### src/hw/rtl/rrts_pkg.sv
`timescale 1ns / 1ps
// ----------------------------------------------------------------------------
// rrts_pkg: shared types and constants
// Event codes, slot state codes, result status codes, controller commands.
// ----------------------------------------------------------------------------
package rrts_pkg;

    localparam int SLOTS_DEF = 16;
    localparam int GRP_W     = 8;   // slots per first-level search group

    // event codes
    localparam logic [2:0] CMD_TICK    = 3'd0;
    localparam logic [2:0] CMD_CREATE  = 3'd1;
    localparam logic [2:0] CMD_BLOCK   = 3'd2;
    localparam logic [2:0] CMD_EXIT    = 3'd3;
    localparam logic [2:0] CMD_UNBLOCK = 3'd4;

    // slot states
    localparam logic [2:0] ST_EMPTY      = 3'd0;
    localparam logic [2:0] ST_READY      = 3'd1;
    localparam logic [2:0] ST_RUNNING    = 3'd2;
    localparam logic [2:0] ST_WAITING    = 3'd3;
    localparam logic [2:0] ST_TERMINATED = 3'd4;

    // result status
    localparam logic [1:0] STATUS_DONE       = 2'd0;
    localparam logic [1:0] STATUS_FULL       = 2'd1;
    localparam logic [1:0] STATUS_IGNORED    = 2'd2;
    localparam logic [1:0] STATUS_NONE_READY = 2'd3;

    typedef struct packed {
        logic capture;  // latch the incoming word
        logic commit;   // apply the update and load the result register
    } rrts_cmd_t;

    // lowest set bit of an 8-bit group: {any, index}
    function automatic logic [3:0] first8(input logic [7:0] v);
        logic [3:0] r;
        r = 4'd0;
        for (int k = GRP_W - 1; k >= 0; k--) begin
            if (v[k]) begin
                r = {1'b1, 3'(k)};
            end
        end
        return r;
    endfunction

endpackage

### src/hw/rtl/rrts_ctrl.sv
`timescale 1ns / 1ps
// ----------------------------------------------------------------------------
// rrts_ctrl: scheduler controller
// Two-state sequencer: take a word, then commit it once the result register
// is free. Owns both handshakes.
// ----------------------------------------------------------------------------
module rrts_ctrl
    import rrts_pkg::*;
(
    input  logic      clk,
    input  logic      rst_n,
    input  logic      in_valid,
    output logic      in_stall,
    output logic      out_valid,
    input  logic      out_stall,
    output rrts_cmd_t ctl
);

    localparam logic S_IDLE = 1'b0;
    localparam logic S_EXEC = 1'b1;

    logic state_reg, state_next;
    logic out_valid_reg, out_valid_next;
    logic out_free;

    assign in_stall  = (state_reg != S_IDLE);
    assign out_valid = out_valid_reg;
    assign out_free  = !out_valid_reg || !out_stall;

    always_comb
    begin
        state_next     = state_reg;
        out_valid_next = out_valid_reg && out_stall;
        ctl.capture    = 1'b0;
        ctl.commit     = 1'b0;
        unique case (state_reg)
            S_IDLE:
            begin
                if (in_valid)
                begin
                    ctl.capture = 1'b1;
                    state_next  = S_EXEC;
                end
            end
            S_EXEC:
            begin
                if (out_free)
                begin
                    ctl.commit     = 1'b1;
                    out_valid_next = 1'b1;
                    state_next     = S_IDLE;
                end
            end
            default:
            begin
                state_next = S_IDLE;
            end
        endcase
    end

    always_ff @(posedge clk or negedge rst_n)
    begin
        if (!rst_n)
        begin
            state_reg     <= S_IDLE;
            out_valid_reg <= 1'b0;
        end
        else
        begin
            state_reg     <= state_next;
            out_valid_reg <= out_valid_next;
        end
    end

endmodule

### src/hw/rtl/rrts_dp.sv
`timescale 1ns / 1ps
// ----------------------------------------------------------------------------
// rrts_dp: scheduler datapath
// Slot state cells, current slot, two-level registered priority search
// (per-group first hit, then group select) and the result register.
// ----------------------------------------------------------------------------
module rrts_dp
    import rrts_pkg::*;
#(
    parameter int SLOTS = SLOTS_DEF
)
(
    input  logic       clk,
    input  logic       rst_n,
    input  rrts_cmd_t  ctl,
    input  logic [2:0] cmd,
    input  logic [3:0] task_slot,
    output logic [3:0] current_slot,
    output logic [3:0] new_slot,
    output logic [1:0] status
);

    localparam int SW = $clog2(SLOTS);
    localparam int NG = (SLOTS + GRP_W - 1) / GRP_W;
    localparam int PW = NG * GRP_W;

    logic [2:0]    slot_reg [SLOTS];
    logic [2:0]    slot_next [SLOTS];
    logic [SW-1:0] cur_reg, cur_next;
    logic [2:0]    cmd_reg;
    logic [3:0]    tslot_reg;

    logic [SW-1:0] cur_out_next;

    // per-slot flags
    logic [PW-1:0] cand_v, hi_v, empty_v;
    logic [SLOTS-1:0] cur_oh, running_v;
    logic [15:0]   wait16;

    // first-level search results
    logic       hi_any_reg  [NG];
    logic [2:0] hi_idx_reg  [NG];
    logic       all_any_reg [NG];
    logic [2:0] all_idx_reg [NG];
    logic       emp_any_reg [NG];
    logic [2:0] emp_idx_reg [NG];

    logic          hi_found, all_found, emp_found, run_found;
    logic [SW-1:0] hi_sel, all_sel, emp_sel, run_sel;
    logic          cur_running;
    logic          unblock_ok;

    logic [3:0] new_slot_reg, new_slot_next;
    logic [3:0] cur_slot_reg, cur_slot_next;
    logic [1:0] status_reg, status_next;

    always_comb
    begin
        cand_v  = '0;
        hi_v    = '0;
        empty_v = '0;
        for (int i = 0; i < SLOTS; i++)
        begin
            cur_oh[i]    = (cur_reg == SW'(i));
            running_v[i] = (slot_reg[i] == ST_RUNNING);
            // current running task goes back to ready before the search
            cand_v[i]    = (slot_reg[i] == ST_READY) || (cur_oh[i] && running_v[i]);
            hi_v[i]      = cand_v[i] && (SW'(i) > cur_reg);
            empty_v[i]   = (slot_reg[i] == ST_EMPTY);
        end
        for (int k = 0; k < 16; k++)
        begin
            wait16[k] = 1'b0;
            if (k < SLOTS)
            begin
                wait16[k] = (slot_reg[k] == ST_WAITING);
            end
        end
    end

    always_ff @(posedge clk)
    begin
        for (int g = 0; g < NG; g++)
        begin
            {hi_any_reg[g],  hi_idx_reg[g]}  <= first8(hi_v[g*GRP_W +: GRP_W]);
            {all_any_reg[g], all_idx_reg[g]} <= first8(cand_v[g*GRP_W +: GRP_W]);
            {emp_any_reg[g], emp_idx_reg[g]} <= first8(empty_v[g*GRP_W +: GRP_W]);
        end
    end

    // second level: lowest group with a hit
    always_comb
    begin
        hi_found  = 1'b0;
        all_found = 1'b0;
        emp_found = 1'b0;
        hi_sel    = '0;
        all_sel   = '0;
        emp_sel   = '0;
        for (int g = NG - 1; g >= 0; g--)
        begin
            if (hi_any_reg[g])
            begin
                hi_found = 1'b1;
                hi_sel   = SW'(g * GRP_W + int'(hi_idx_reg[g]));
            end
            if (all_any_reg[g])
            begin
                all_found = 1'b1;
                all_sel   = SW'(g * GRP_W + int'(all_idx_reg[g]));
            end
            if (emp_any_reg[g])
            begin
                emp_found = 1'b1;
                emp_sel   = SW'(g * GRP_W + int'(emp_idx_reg[g]));
            end
        end
        run_found = hi_found || all_found;
        run_sel   = hi_found ? hi_sel : all_sel;
    end

    assign cur_running = |(cur_oh & running_v);
    assign unblock_ok  = wait16[tslot_reg];

    always_comb
    begin
        cur_next      = cur_reg;
        new_slot_next = 4'd0;
        status_next   = STATUS_DONE;
        for (int i = 0; i < SLOTS; i++)
        begin
            slot_next[i] = slot_reg[i];
        end
        unique case (cmd_reg)
            CMD_TICK:
            begin
                if (run_found)
                begin
                    cur_next = run_sel;
                    for (int i = 0; i < SLOTS; i++)
                    begin
                        if (SW'(i) == run_sel)
                        begin
                            slot_next[i] = ST_RUNNING;
                        end
                        else if (cur_oh[i] && cur_running)
                        begin
                            slot_next[i] = ST_READY;
                        end
                    end
                end
                else
                begin
                    status_next = STATUS_NONE_READY;
                end
            end
            CMD_CREATE:
            begin
                if (emp_found)
                begin
                    new_slot_next = 4'(emp_sel);
                    for (int i = 0; i < SLOTS; i++)
                    begin
                        if (SW'(i) == emp_sel)
                        begin
                            slot_next[i] = ST_READY;
                        end
                    end
                end
                else
                begin
                    status_next = STATUS_FULL;
                end
            end
            CMD_BLOCK:
            begin
                for (int i = 0; i < SLOTS; i++)
                begin
                    if (cur_oh[i])
                    begin
                        slot_next[i] = ST_WAITING;
                    end
                end
            end
            CMD_EXIT:
            begin
                for (int i = 0; i < SLOTS; i++)
                begin
                    if (cur_oh[i])
                    begin
                        slot_next[i] = ST_TERMINATED;
                    end
                end
            end
            CMD_UNBLOCK:
            begin
                if (unblock_ok)
                begin
                    for (int i = 0; i < SLOTS; i++)
                    begin
                        if (i < 16 && 4'(i) == tslot_reg)
                        begin
                            slot_next[i] = ST_READY;
                        end
                    end
                end
                else
                begin
                    status_next = STATUS_IGNORED;
                end
            end
            default:
            begin
                status_next = STATUS_DONE;
            end
        endcase
        cur_out_next  = cur_next;
        cur_slot_next = 4'(cur_out_next);
    end

    always_ff @(posedge clk or negedge rst_n)
    begin
        if (!rst_n)
        begin
            for (int i = 0; i < SLOTS; i++)
            begin
                slot_reg[i] <= (i == 0) ? ST_RUNNING : ST_EMPTY;
            end
            cur_reg <= '0;
        end
        else if (ctl.commit)
        begin
            for (int i = 0; i < SLOTS; i++)
            begin
                slot_reg[i] <= slot_next[i];
            end
            cur_reg <= cur_next;
        end
    end

    always_ff @(posedge clk)
    begin
        if (ctl.capture)
        begin
            cmd_reg   <= cmd;
            tslot_reg <= task_slot;
        end
        if (ctl.commit)
        begin
            cur_slot_reg <= cur_slot_next;
            new_slot_reg <= new_slot_next;
            status_reg   <= status_next;
        end
    end

    assign current_slot = cur_slot_reg;
    assign new_slot     = new_slot_reg;
    assign status       = status_reg;

endmodule

### src/hw/rtl/round_robin_task_scheduler.sv
`timescale 1ns / 1ps
// An accepted word is captured, then committed once the result register
// is free; no new word is taken until it commits. The two-level slot search
// registers the per-group first hit, then does group select and commit.
// A pending result does not block intake; commit waits while it is stalled.
// Reset (async, active low): slot 0 running, all others empty, current 0.
// ----------------------------------------------------------------------------
// round_robin_task_scheduler: round-robin task slot scheduler
// Handles tick, create, block, exit and unblock events on a slot table.
// ----------------------------------------------------------------------------
module round_robin_task_scheduler
    import rrts_pkg::*;
#(
    parameter int SLOTS = SLOTS_DEF
)
(
    input  logic       clk,
    input  logic       rst_n,
    input  logic       in_valid,
    output logic       in_stall,
    input  logic [2:0] cmd,
    input  logic [3:0] task_slot,
    output logic       out_valid,
    input  logic       out_stall,
    output logic [3:0] current_slot,
    output logic [3:0] new_slot,
    output logic [1:0] status
);

    rrts_cmd_t ctl;

    rrts_ctrl u_ctrl (
        .clk       (clk),
        .rst_n     (rst_n),
        .in_valid  (in_valid),
        .in_stall  (in_stall),
        .out_valid (out_valid),
        .out_stall (out_stall),
        .ctl       (ctl)
    );

    rrts_dp #(
        .SLOTS (SLOTS)
    ) u_dp (
        .clk          (clk),
        .rst_n        (rst_n),
        .ctl          (ctl),
        .cmd          (cmd),
        .task_slot    (task_slot),
        .current_slot (current_slot),
        .new_slot     (new_slot),
        .status       (status)
    );

`ifndef SYNTH
    // one word in flight: intake closes right after a word is taken
    a_one_in_flight: assert property (@(posedge clk) disable iff (!rst_n)
        in_valid && !in_stall |=> in_stall)
        else $error("word accepted while another is in flight");

    // a new result only follows a word that was in flight
    a_result_source: assert property (@(posedge clk) disable iff (!rst_n)
        $rose(out_valid) |-> $past(in_stall))
        else $error("result without a word in flight");

    // only a successful create hands out a slot
    a_new_slot_zero: assert property (@(posedge clk) disable iff (!rst_n)
        out_valid && status != STATUS_DONE |-> new_slot == 4'd0)
        else $error("new_slot set on a failed event");
`endif

endmodule
### config.mk
export PLATFORM = sky130hd
export DESIGN_NAME = round_robin_task_scheduler
export DESIGN_NICKNAME = d
export VERILOG_FILES = /design/src/hw/rtl/rrts_pkg.sv /design/src/hw/rtl/rrts_ctrl.sv /design/src/hw/rtl/rrts_dp.sv /design/src/hw/rtl/round_robin_task_scheduler.sv
export SDC_FILE = /design/constraint.sdc
export NUM_CORES = 1
export LEC_CHECK = 0
export ABC_AREA = 1
export BUFFER_PORTS_ARGS = -buffer_cell sky130_fd_sc_hd__buf_4
export CAP_MARGIN = 20
export CORE_MARGIN = 10
export CORE_UTILIZATION = 53
export CTS_CLUSTER_SIZE = 30
export DETAILED_ROUTE_END_ITERATION = 16
export PLACE_DENSITY = 0.7
export SLEW_MARGIN = 15
export SYNTH_ARGS = -nofsm -noshare
export SYNTH_HDL_FRONTEND = slang
export SYNTH_SLANG_ARGS = --single-unit
### constraint.sdc
create_clock -name clk -period 3.9 [get_ports clk]
set_clock_uncertainty 0.15 [all_clocks]
set_input_delay 0.195 -clock clk [delete_from_list [all_inputs] [get_ports clk]]
set_output_delay 0.195 -clock clk [all_outputs]
set_load 0.05 [all_outputs]
# After elaboration in Yosys (flattened, before gate mapping)
# Cells that the tools add are included.
[totals]
output_inout_bits = 12
input_bits = 11
elab_cells = 563
ff_bits = 95
[op_classes]
n_eq_ne = 195
add_sub_neg = 3
n_reduce_logical = 127
bitwise = 2
muxes = 171
magnitude_cmp = 17
[op_table]
columns = ["op", "count"]
rows = [
  ["$mux W3", 114],
  ["$pmux W48 S5", 1],
  ["$reduce_and A10 Y1", 16],
  ["$mux W48", 3],
  ["$ne A2 B1 Y1 const B", 67],
  ["$eq A3 B2 Y1 const B", 34],
  ["$eq A4 B4 Y1 const A", 24],
  ["$mux W4", 15],
  ["$eq A3 B1 Y1 const B", 17],
  ["$logic_not A3 Y1", 17],
  ["$logic_and A1 B1 Y1", 49],
  ["$eq A3 B4 Y1 const A", 12],
  ["$ne A3 B1 Y1 const B", 16],
  ["$reduce_or A7 Y1", 6],
  ["$eq A4 B4 Y1 const B", 8],
  ["$gt A4 B4 Y1 const A", 8],
  ["$mux W2", 14],
  ["$eq A2 B4 Y1 const A", 6],
  ["$reduce_or A4 Y1", 6],
  ["$mux W1", 21],
  ["$logic_or A1 B1 Y1", 18],
  ["$and A16 B16 Y16", 1],
  ["$eq A4 B3 Y1 const B", 4],
  ["$gt A3 B4 Y1 const A", 4],
  ["18 further kinds", 34],
]

# Logic depth before layout (Yosys ltp)
# Gate-level depths: netlist of the first run.
[depth]
depth_word = 11
depth_mapped = 15
mapped_depth_nobuf = 14

# By module
# From an unflattened synthesis of the first run, not the netlist that was laid out.
[unflattened]
hier_cells = 954
hier_area_um2 = 6110.9
[modules_own_cells]
columns = ["mod", "seq_area_each_um2", "instances", "cells_per_inst", "area_per_inst_um2"]
rows = [
  ["rrts_dp", 2293.4, 1, 944, 6028.3],
  ["rrts_ctrl", 50.0, 1, 10, 82.6],
]

# Worst setup path after synthesis of the first run
# No wires, ideal clock.
[synth_timing]
path_kind = "reg-to-reg"
start = "register u_ctrl.out_valid_reg (netlist: u_ctrl.out_valid)"
end = "register u_dp.slot_reg[28] (netlist bit)"
t_arrival_ns = 1.685
synth_period_minus_slack_ns = 1.951
path_buffers = 1
setup_time_ns = 0.117
slack_ns = 1.949
required_time_ns = 3.633
path_stages_with_launch = 16
path_cell_list = "dfrtp_1 nand2_1 nand2_1 inv_1 o21ai_1 nor2_4 inv_2 buf_6 nor2_1 nand2_1 inv_1 nand2_1 inv_2 nand2_2 nand2_1 nand2_1"
[synth_via]
elab_chain_len = 5
[synth_lines]
columns = ["element", "line", "rtl"]
rows = [
  ["start: declaration", "rrts_ctrl.sv:23", "logic out_valid_reg, out_valid_next;"],
  ["start signal: assignment", "rrts_ctrl.sv:71", "out_valid_reg <= out_valid_next;"],
  ["$logic_not A1 Y1", "rrts_ctrl.sv:28", "assign out_free = !out_valid_reg || !out_stall;"],
  ["$logic_or A1 B1 Y1", "rrts_ctrl.sv:28", ""],
  ["$mux W1", "rrts_ctrl.sv:47", "if (out_free)"],
  ["$mux W1", "rrts_ctrl.sv:36", "unique case (state_reg)"],
  ["$reduce_and A10 Y1 (no line)", "n/a", ""],
  ["end signal: indexed assignment", "rrts_dp.sv:227", "slot_reg[i] <= (i == 0) ? ST_RUNNING : ST_EMPTY;"],
  ["end signal: indexed assignment", "rrts_dp.sv:235", "slot_reg[i] <= slot_next[i];"],
  ["end: declaration", "rrts_dp.sv:27", "logic [2:0] slot_reg [SLOTS];"],
]
# No other way between the ends.
# A chain may end at the register's enable or synchronous reset.

# Worst setup path in the final report of the first run
[layout_timing]
start = "register u_dp.tslot_reg[0]"
end = "register u_dp.slot_reg[5] (netlist bit)"
[layout_via]
elab_chain_len = 4
word_cells_on_any_way = 6
cone_classes = "3 x eq/ne; 2 x mux; 1 x reduce/logical"
[layout_lines]
columns = ["element", "line", "rtl"]
rows = [
  ["start: declaration", "rrts_dp.sv:31", "logic [3:0] tslot_reg;"],
  ["start signal: assignment", "rrts_dp.sv:246", "tslot_reg <= task_slot;"],
  ["$bmux W1 S4", "rrts_dp.sv:123", "assign unblock_ok = wait16[tslot_reg];"],
  ["$mux W1 (not written as such)", "rrts_dp.sv:123", ""],
  ["$ne A2 B1 Y1 (no line)", "n/a", ""],
  ["$reduce_and A10 Y1 (no line) (*)", "n/a", ""],
]
# Mark *: on every way between the ends. The rest lies on a longest branch, timed or not. The select of a mux whose other input is x is not followed.

==> flow_metrics.env, run 1 <==
export IMPL_die_area_sq_um=16400
export IMPL_core_sq_um=11400
export IMPL_die_h_um=128
export IMPL_cts_buffers=9
export IMPL_synthMuxAreaShare_pct=0
export IMPL_grt_pass1_wl_um=30600
export IMPL_critPathRequiredTime_ns=4.01
export IMPL_layout_drive_gt1_share_pct=10.7
export IMPL_cellLeakagePower_nw=3.50
export IMPL_cts_root_buf="clkbuf_16"
export IMPL_status="finished clean"
export IMPL_dp_slack_ns=1.31
export IMPL_ys_seq_area_share_pct=37.9
export IMPL_reg2regPathDepth=12
export IMPL_power_density_nw_per_um2=831
export IMPL_synth_avg_cell_area_sq_um=6.38
export IMPL_synth_nets=979
export IMPL_synth_top_area_share_pct=21.5
export IMPL_track_usage_pct=23.9
export IMPL_grt_overflow_total=0
export IMPL_synth_top_family_by_area="simple AND/OR/NAND/NOR gates"
export IMPL_yosys_register_bits=95
export IMPL_synthCells=968
export IMPL_critPathLaunchType="flop"
export IMPL_cts_tree="yes"
export IMPL_slew_headroom_pct=32.7
export IMPL_cts_num_sinks=95
export IMPL_drt_pass1_iterations=8
export IMPL_synth_cell_types=34
export IMPL_antenna_cells=0
export IMPL_synth_top_cell_by_area="dfrtp_1"
export IMPL_cts_setup_buffers=0
export IMPL_timing_rr_end="u_dp.slot_reg[5]"
export IMPL_synth_compound_area_share_pct=7.31
export IMPL_max_freq_ghz=0.371
export IMPL_rsz0062_at_grt="no"
export IMPL_wl_um=19300
export IMPL_finalHoldViolations=0
export IMPL_path_max_fanout=60
export IMPL_io_buffer_count=22
export IMPL_fin_crit_sh_pct=69.1
export IMPL_synth_xor_area_share_pct=0
export IMPL_final_cell_area_sq_um=6780
export IMPL_finalNetCount=1002
export IMPL_htree_levels=3
export IMPL_fin_util_pct=59.4
export IMPL_path_class="reg2reg"
export IMPL_routedWlPerCell_um=16.9
export IMPL_vias_per_cell=5.59
export IMPL_grt_max_degree=61
export IMPL_min_path_type="in2async"
export IMPL_initial_core_util_pct=54.1
export IMPL_cts_buffer_depth=2
export IMPL_dpl_hpwl_um=14300
export IMPL_dpl_instance_area_sq_um=6390
export IMPL_layout_min_cycle_time_ns=2.69
export IMPL_rows=39
export IMPL_setup_violations=0
export IMPL_cp_end_kind="flop"
export IMPL_drt_iter0_markers=602
export IMPL_syn_area_sq_um=6180
export IMPL_antenna_found_initial=0
export IMPL_ant_nets=0
export IMPL_globalplace_congestion=1.06
export IMPL_synthSimpleGateAreaFrac_pct=44.4
export IMPL_r2r_setup_slack_ns=1.21
export IMPL_ios=23
export IMPL_r2r_start="u_dp.tslot_reg[0]"
export IMPL_yosys_warnings=0
export IMPL_tns_ns=0
export IMPL_area_growth_synth_to_final_pct=9.72
export IMPL_finalMaxSlewViolations=0
export IMPL_clkLatencyLatePin_ns=0.37
export IMPL_die_x_um=128
export IMPL_post_route_drc_count=0
export IMPL_grt_pass1_vias=5811
export IMPL_critical_path_arrival_ns=2.80
export IMPL_max_cap_violations=0
export IMPL_largest_reg_flops=48
export IMPL_clk_pin_slew_ns=0.07
export IMPL_ir_worst_vdd_mv=0.493
export IMPL_synthAdderAreaFrac_pct=0
export IMPL_fin_ws_ns=1.21
export IMPL_synth_area_top_cells="dfrtp_1, nand2_1, nand3_1"
export IMPL_worst_slew_pin_slew_ns=1.01
export IMPL_vias=6371
==> worst max-delay path: stages (launching register included) <==
cell,delay (ns)
edfxtp_1,0.62
nor2_4,0.27
nand2_1,0.07
nor2_1,0.16
nor2_1,0.06
nand2_1,0.06
nand2_1,0.06
nand3_2,0.09
nor2_4,0.05
nor2_8,0.63
nand2_2,0.14
nand2_1,0.12
nand2_1,0.06
==> synth_stat cells (all sizes together) <==
cell type and n:
clkbuf 4, edfxtp 17, nor3 17, a31oi 2, nand2 352, o211ai 3, nand3 121, clkinv 1
a21boi 2, dfxtp 24, nor3b 1, o22ai 1, a21oi 14, o31ai 2, o21ai 62, or2 1
dfstp 1, buf 17, and2 1, nor2 117, nand4 22, inv 133, dfrtp 53
==> where the power goes <==
part	internal [W]	switching (W)
registers	0.00143	0.000346
logic	0.000838	0.00213
clock network	0.000448	0.000440
total	0.00272	0.00292
==> worst max-delay path by stage <==
| stage | from | to | slack [ns] | cells past startpoint |
|---|---|---|---|---|
| 2_1_floorplan | u_ctrl.out_valid | u_dp.slot_reg[28] | 1.95 | 15 |
| 3_3_place_gp | u_dp.tslot_reg[0] | u_dp.slot_reg[30] | 1.32 | 12 |
| 3_5_place_dp | u_dp.tslot_reg[0] | u_dp.slot_reg[39] | 1.31 | 12 |
| 4_1_cts | u_dp.tslot_reg[0] | u_dp.slot_reg[38] | 1.29 | 12 |
| 5_1_grt | u_dp.tslot_reg[0] | u_dp.slot_reg[4] | 0.93 | 11 |
| 6_report | u_dp.tslot_reg[0] | u_dp.slot_reg[5] | 1.21 | 12 |
==> cell type report <==
type | instances | area [sq um]
fill | 1153 | 4640
timing repair buffer | 33 | 273
clock buffer | 9 | 225
multi-input combinational | 718 | 3200
clock inverter | 7 | 61.3
inverter | 134 | 503
tap | 143 | 179
sequential | 95 | 2340
==> metrics by stage <==
| stage | instances | hold WS (ns) | total power, W |
|---|---|---|---|
| 3_3_place_gp | 1113 | 0.144 | 0.00465 |
| 3_5_place_dp | 1113 | 0.148 | 0.00467 |
| 5_1_grt | 1139 | 0.342 | 0.00610 |
| 4_1_cts | 1139 | 0.302 | 0.00557 |
| 6_report | 1139 | 0.259 | 0.00563 |
| 2_1_floorplan | 968 | -0.251 | 0.00385 |
==> cells in the final DEF (no fill, tap or decap), types with 2 or more instances in the layout <==
master,netlist,layout
inv_2,30,30
nor3_1,16,16
clkbuf_16,0,9
a21oi_1,14,14
nor2_1,105,104
o21ai_1,5,5
nor2_4,4,4
o211ai_1,3,3
o21ai_0,57,57
dfxtp_1,24,24
o31ai_1,2,2
a21boi_0,2,2
nor2_2,7,8
inv_1,103,103
dlygate4sd3_1,0,10
a31oi_1,2,2
nand4_1,22,22
edfxtp_1,17,17
nand3_1,120,120
inv_6,0,6
nand2_1,331,331
nand2_2,21,21
buf_4,8,23
dfrtp_1,53,53
==> cell families (layout without fill, tap and decap cells) <==
kind of cell / after synthesis / after routing
AND/OR/NAND/NOR: 632 / 632
buffers and inverters: 155 / 183
AO/OA/AOI/OAI: 86 / 86
flip-flops: 95 / 95
==> repair_timing <==
action                    4_1_cts  5_1_grt
hold buffers                   10        0
hold endpoints to repair       62        0
gates resized for setup         0        0
==> routing by layer <==
metal / up-vias / routed length (um) / track usage [%]
met5: - / 0 / 0
met4: 0 / 680 / 12.0
met3: 48 / 2080 / 7.07
met2: 319 / 8490 / 36.3
met1: 2877 / 8010 / 30.3
li1: 3127 / - / -
(Power assumes the default switching activity.)
==> run 2: changes to the inputs <==
Clock period 3.9 ns to 2.62 ns, I/O delays scaled along.
==> run 2 against run 1 <==
Die area unchanged. Register-to-register slack lost 1.0 ns. First-iteration DRC count up 27%. Worst setup slack worse by 1.0 ns. Worst hold slack lost 0.055 ns. Utilization rose by 1.1 points. Critical path depth is the same. Sequential power increased by 48%. Count of clock-buffer cells in the layout grew 1.
==> flow_metrics.env, run 2 (synthesized netlist as in run 1, its figures left out) <==
export IMPL_status="finished clean"
export IMPL_crit_family="simple AND/OR/NAND/NOR gates"
export IMPL_antenna_found_initial=0
export IMPL_critical_path_arrival_ns=2.51
export IMPL_p_sw_w=0.00426
export IMPL_largest_reg_flops=48
export IMPL_cts_root_buf="clkbuf_16"
export IMPL_crit_buf_inv=1
export IMPL_die_area_sq_um=16400
export IMPL_critPathLaunchType="flop"
export IMPL_ios=23
export IMPL_htree_levels=3
export IMPL_vias_per_cell=5.53
export IMPL_use_met3_pct=6.04
export IMPL_grt_max_degree=55
export IMPL_cts_tree="yes"
export IMPL_post_route_drc_count=0
export IMPL_fin_crit_sh_pct=92.1
export IMPL_core_sq_um=11400
export IMPL_grt_pass1_wl_um=30100
export IMPL_r2r_setup_slack_ns=0.21
export IMPL_cts_num_sinks=95
export IMPL_die_h_um=128
export IMPL_seq_power_share_pct=31.0
export IMPL_dpl_hpwl_um=14200
export IMPL_slew_headroom_pct=47.2
export IMPL_intPower_w=0.00423
export IMPL_min_path_type="in2async"
export IMPL_fillers=1155
export IMPL_finalHoldViolations=0
export IMPL_vias=6371
export IMPL_cts_buffer_depth=2
export IMPL_crit_top_cell="nand2_1"
export IMPL_final_cell_mix="nand2_1, nand3_1, nor2_1"
export IMPL_layout_min_cycle_time_ns=2.41
export IMPL_reg2regPathDepth=12
export IMPL_track_usage_pct=23.3
export IMPL_pwr_share_comb_pct=52.6
export IMPL_die_x_um=128
export IMPL_area_growth_synth_to_final_pct=11.7
export IMPL_path_class="reg2reg"
export IMPL_instances_no_fill=1152
export IMPL_ant_nets=0
export IMPL_crit_cells=12
export IMPL_initial_core_util_pct=54.1
export IMPL_ir_worst_vdd_mv=0.735
export IMPL_slowest_delay_ns=0.70
export IMPL_multiInputGateArea_sq_um=3190
export IMPL_clkLatencyLatePin_ns=0.36
export IMPL_gr_usage_met2_pct=36.1
export IMPL_setup_violations=0
export IMPL_clk_pin_slew_ns=0.07
export IMPL_cts_buffers=9
export IMPL_drt_iter0_markers=764
export IMPL_path_max_fanout=32
export IMPL_worst_slew_pin_slew_ns=0.786
export IMPL_layout_commonest_cell="nand2_1"
export IMPL_cpMaxStageDelayCell="edfxtp_1"
export IMPL_cp_end_kind="flop"
export IMPL_use_met1_pct=30.0
export IMPL_critPathRequiredTime_ns=2.72
export IMPL_regArea_sq_um=2340
export IMPL_path_cells="nand2_2, nor3_1, nor2_1, nand2_1, nand2_1, nand2_2, nor2_4, nor2_8, buf_4, nand2_2, nand2_1, nand2_1"
export IMPL_rows=39
export IMPL_cellLeakagePower_nw=3.58
export IMPL_top_usage_layer="met2"
export IMPL_max_freq_ghz=0.415
export IMPL_r2r_start="u_dp.tslot_reg[0]"
export IMPL_grt_overflow_total=0
export IMPL_antenna_cells=0
export IMPL_timing_rr_end="u_dp.slot_reg[18]"
export IMPL_wl_um=18900
export IMPL_io_buffer_count=22
export IMPL_drt_pass1_iterations=6
export IMPL_grt_pass1_vias=5764
export IMPL_sw_frac_of_total_pct=50.1
export IMPL_dp_cells=1126
export IMPL_rsz0062_at_grt="no"
export IMPL_tns_ns=0
export IMPL_clock_power_share_pct=16.4
export IMPL_layout_drive_gt1_share_pct=11.8
export IMPL_routedWlPerCell_um=16.4
export IMPL_power_density_nw_per_um2=1230
export IMPL_finalMaxSlewViolations=0
export IMPL_max_cap_violations=0
export IMPL_globalplace_congestion=1.07
export IMPL_finalNetCount=1015
run 2: cell types whose count changed in the layout (fill, tap and decap cells not counted), sizes merged:
cell / previous run / this run
buf: 23 / 36
inv: 139 / 135
bufinv: 0 / 1
clkbuf: 9 / 10
clkinv: 2 / 3
clkinvlp: 0 / 1
run 2: cell type report:
class	count	area share, %
Sequential cell	95	33.9
Tap cell	143	2.59
Clock inverter	6	0.942
Inverter	134	7.29
Timing Repair Buffer	46	5.36
Multi-Input combinational cell	718	46.2
Clock buffer	10	3.62
run 2: worst max-delay path by stage:
stage                                 start                 to  slack, ns
after global placement    u_dp.tslot_reg[0]  u_dp.slot_reg[37]       0.32
after floorplan            u_ctrl.out_valid  u_dp.slot_reg[28]       0.67
final                     u_dp.tslot_reg[0]  u_dp.slot_reg[18]       0.21
after global routing      u_dp.tslot_reg[0]  u_dp.slot_reg[40]       0.01
after CTS                 u_dp.tslot_reg[0]  u_dp.slot_reg[18]       0.25
after detailed placement  u_dp.tslot_reg[0]  u_dp.slot_reg[47]       0.30
run 2: routing by layer:
layer / vias up / part of all wire, %
met3: 43 / 10
met1: 2907 / 42
met5: - / 0
li1: 3152 / -
met2: 269 / 44
met4: 0 / 3.3
run 2: per-stage QoR:
step	utilization, %	power [W]	hold slack (ns)	area (sq um)	setup WS [ns]
floorplan	-	0.00572	-0.315	6180	0.669
global placement	56.8	0.00696	0.0809	6490	0.322
detailed placement	56.8	0.00700	0.0834	6490	0.299
CTS	60.5	0.00842	0.246	6900	0.252
global route	60.5	0.00918	0.290	6900	0.00990
finish	60.5	0.00849	0.204	6900	0.208
run 2: worst reg2reg max path, stage by stage (launching register included):
cell      delay (ns)
edfxtp_1        0.70
nand2_2         0.22
nor3_1          0.22
nor2_1          0.07
nand2_1         0.06
nand2_1         0.06
nand2_2         0.10
nor2_4          0.06
nor2_8          0.07
buf_4           0.34
nand2_2         0.12
nand2_1         0.09
nand2_1         0.05
run 2: power groups by stage:
stage | Sequential, W | Clock [W] | Combinational (W)
detailed placement | 0.00264 | 0 | 0.00436
finish | 0.00263 | 0.00139 | 0.00446
global route | 0.00271 | 0.00146 | 0.00501
floorplan | 0.00273 | 0 | 0.00299
CTS | 0.00262 | 0.00142 | 0.00439
global placement | 0.00263 | 0 | 0.00433
run 2: repair_timing:
action | in CTS | in global routing
hold buffers | 10 | 0
endpoints found under the hold margin | 62 | 0
gates resized for setup | 0 | 0
setup buffers | 0 | 0
==> run 3: changes to the inputs <==
Settings changed: CAP_MARGIN 20 to default, SYNTH_HIERARCHICAL from default to 1.
==> run 3 against run 2 <==
Sequential share of layout area is 0.30 points higher. Clock power is 8% lower. Routed wire length is 0.18% lower. Register-to-register slack hardly changed. Worst setup slack worse by 0.013 ns. Largest power group unchanged. Critical path depth is 1 higher. Non-clock buffer count is 4 higher. Cell area is 0.87% lower. Worst hold slack worse by 0.00096 ns. Area after synthesis is 1.1% lower.
==> flow_metrics.env, run 3 <==
export IMPL_largest_reg_flops=48
export IMPL_globalplace_congestion=1.02
export IMPL_use_met1_pct=31.5
export IMPL_status="finished clean"
export IMPL_track_usage_pct=23.4
export IMPL_rows=39
export IMPL_r2r_start="u_dp/tslot_reg[1]"
export IMPL_clkLatencyLatePin_ns=0.35
export IMPL_timing_rr_end="u_dp/slot_reg[34]"
export IMPL_use_met3_pct=5.29
export IMPL_ir_worst_vdd_mv=0.784
export IMPL_gr_usage_met2_pct=35.4
export IMPL_drt_iter0_markers=744
export IMPL_layout_drive_gt1_share_pct=9.03
export IMPL_cts_num_sinks=95
export IMPL_dpl_hpwl_um=14300
export IMPL_clk_pin_slew_ns=0.06
export IMPL_power_density_nw_per_um2=1050
export IMPL_area_growth_synth_to_final_pct=12.0
export IMPL_die_h_um=127
export IMPL_cp_end_kind="flop"
export IMPL_antenna_found_initial=0
export IMPL_reg2regPathDepth=13
export IMPL_synthFlopType="dfrtp_1"
export IMPL_synth_most_common_cell="nand2_1"
export IMPL_top_usage_layer="met2"
export IMPL_critPathLaunchType="flop"
export IMPL_initial_core_util_pct=53.7
export IMPL_synth_common_cells="nand2_1, nand3_1, nor2_1"
export IMPL_vias=6256
export IMPL_crit_top_cell="nand2_1"
export IMPL_fin_crit_sh_pct=92.6
export IMPL_synth_avg_cell_area_sq_um=6.41
export IMPL_grt_max_degree=55
export IMPL_worst_slew_pin_slew_ns=0.740
export IMPL_synth_cell_types=37
export IMPL_die_x_um=127
export IMPL_cts_root_buf="clkbuf_16"
export IMPL_layout_min_cycle_time_ns=2.42
export IMPL_synth_area_top_cells="nand2_1, dfrtp_1, nand3_1"
export IMPL_path_cells="nor2_1, nand2_1, nor2_1, nor2_1, nand2_1, nand2_1, nand3_1, nor2_1, nor2_4, buf_4, nand2_1, nand2_1, nand2_1"
export IMPL_r2r_setup_slack_ns=0.20
export IMPL_cts_buffer_depth=2
export IMPL_ant_nets=0
export IMPL_setup_violations=0
export IMPL_wl_um=18800
export IMPL_cellLeakagePower_nw=3.51
export IMPL_die_area_sq_um=16200
export IMPL_crit_buf_inv=1
export IMPL_syn_area_sq_um=6110
export IMPL_yosys_warnings=6
export IMPL_synthCells=954
export IMPL_synthArstFlopShare_pct=56.8
export IMPL_path_class="reg2reg"
export IMPL_crit_cells=13
export IMPL_vias_per_cell=5.49
export IMPL_dpl_instance_area_sq_um=6450
export IMPL_rsz0062_at_grt="no"
export IMPL_max_freq_ghz=0.412
export IMPL_cts_setup_buffers=0
export IMPL_drt_pass1_iterations=6
export IMPL_post_route_drc_count=0
export IMPL_synth_nets=965
export IMPL_fin_util_pct=60.2
export IMPL_grt_pass1_vias=5770
export IMPL_slowest_delay_ns=0.49
export IMPL_timing_hold_ws_ns=0.203
export IMPL_finalHoldViolations=0
export IMPL_cpMaxStageDelayCell="nor2_1"
export IMPL_slew_headroom_pct=50.1
export IMPL_htree_levels=3
export IMPL_min_path_type="in2async"
export IMPL_io_buffer_count=22
export IMPL_max_cap_violations=0
export IMPL_crit_family="simple AND/OR/NAND/NOR gates"
export IMPL_ios=23
export IMPL_critical_path_arrival_ns=2.51
export IMPL_path_max_fanout=28
export IMPL_grt_pass1_wl_um=30100
export IMPL_finalNetCount=1003
export IMPL_final_cell_area_sq_um=6840
export IMPL_synth_top_area_share_pct=21.9
export IMPL_synth_edf_count=17
export IMPL_antenna_cells=0
export IMPL_ys_seq_area_share_pct=38.3
export IMPL_tns_ns=0
export IMPL_yosys_register_bits=95
export IMPL_grt_overflow_total=0
export IMPL_core_sq_um=11400
export IMPL_routedWlPerCell_um=16.5
export IMPL_cts_buffers=9
export IMPL_finalMaxSlewViolations=0
export IMPL_final_cell_mix="nand2_1, nand3_1, nor2_1"
export IMPL_cts_tree="yes"
export IMPL_critPathRequiredTime_ns=2.70
export IMPL_synth_top_cell_by_area="nand2_1"
export IMPL_layout_commonest_cell="nand2_1"
[run 3: where the power goes]
group,leakage (nW),total [W],internal (W),switching [W]
logic,2.31,0.00345,0.00103,0.00241
clock network,0.142,0.00128,0.000728,0.000548
registers,1.06,0.00247,0.00202,0.000452
total,3.51,0.00719,0.00378,0.00341
[run 3: through the flow]
| step | worst slack, ns | total power, W | std cells |
|---|---|---|---|
| after floorplan | 0.0315 | 0.00473 | 954 |
| after global placement | 0.261 | 0.00580 | 1113 |
| after detailed placement | 0.243 | 0.00582 | 1113 |
| after CTS | 0.241 | 0.00713 | 1140 |
| after global routing | 0.0307 | 0.00773 | 1140 |
| final | 0.195 | 0.00719 | 1140 |
[run 3: timing repair]
action / in CTS / in global routing
resized for setup: 0 / 0
hold endpoints to repair: 62 / 0
hold buffers: 11 / 0
[run 3: cells by family (layout without fill, tap and decap cells)]
family	count (synthesis)	after routing	share of synthesized area [%]
DFF	95	95	38.3
and+or+nand+nor	634	634	44.5
AOI/OAI and AO/OA	89	89	7.68
buffers and inverters	136	179	9.50
[run 3: worst max-delay path by stage]
stage,start,to,slack (ns)
floorplan,u_ctrl/in_stall,u_dp/slot_reg[27],0.03
global placement,u_dp/tslot_reg[1],u_dp/slot_reg[37],0.26
detailed placement,u_dp/tslot_reg[1],u_dp/slot_reg[34],0.24
CTS,u_dp/tslot_reg[1],u_dp/slot_reg[34],0.24
global route,u_dp/tslot_reg[1],u_dp/slot_reg[38],0.03
finish,u_dp/tslot_reg[1],u_dp/slot_reg[34],0.20
[run 3: layer usage]
| layer | wire length (um) | up-vias |
|---|---|---|
| met2 | 8280 | 237 |
| met1 | 8260 | 2862 |
| met5 | 0 | - |
| met4 | 521 | 0 |
| li1 | - | 3122 |
| met3 | 1760 | 35 |
[run 3: worst register-to-register path, stage by stage (launching register included)]
cell	delay, ns
edfxtp_1	0.42
nor2_1	0.49
nand2_1	0.10
nor2_1	0.16
nor2_1	0.06
nand2_1	0.06
nand2_1	0.05
nand3_1	0.06
nor2_1	0.06
nor2_4	0.11
buf_4	0.30
nand2_1	0.15
nand2_1	0.08
nand2_1	0.06
[run 3: cell type report]
type	instances	area, sq um
timing repair buffer	50	415
clock buffer	14	275
multi-input combinational	723	3200
fill	1110	4530
inverter	113	424
tap	143	179
sequential	95	2340
clock inverter	2	11.3
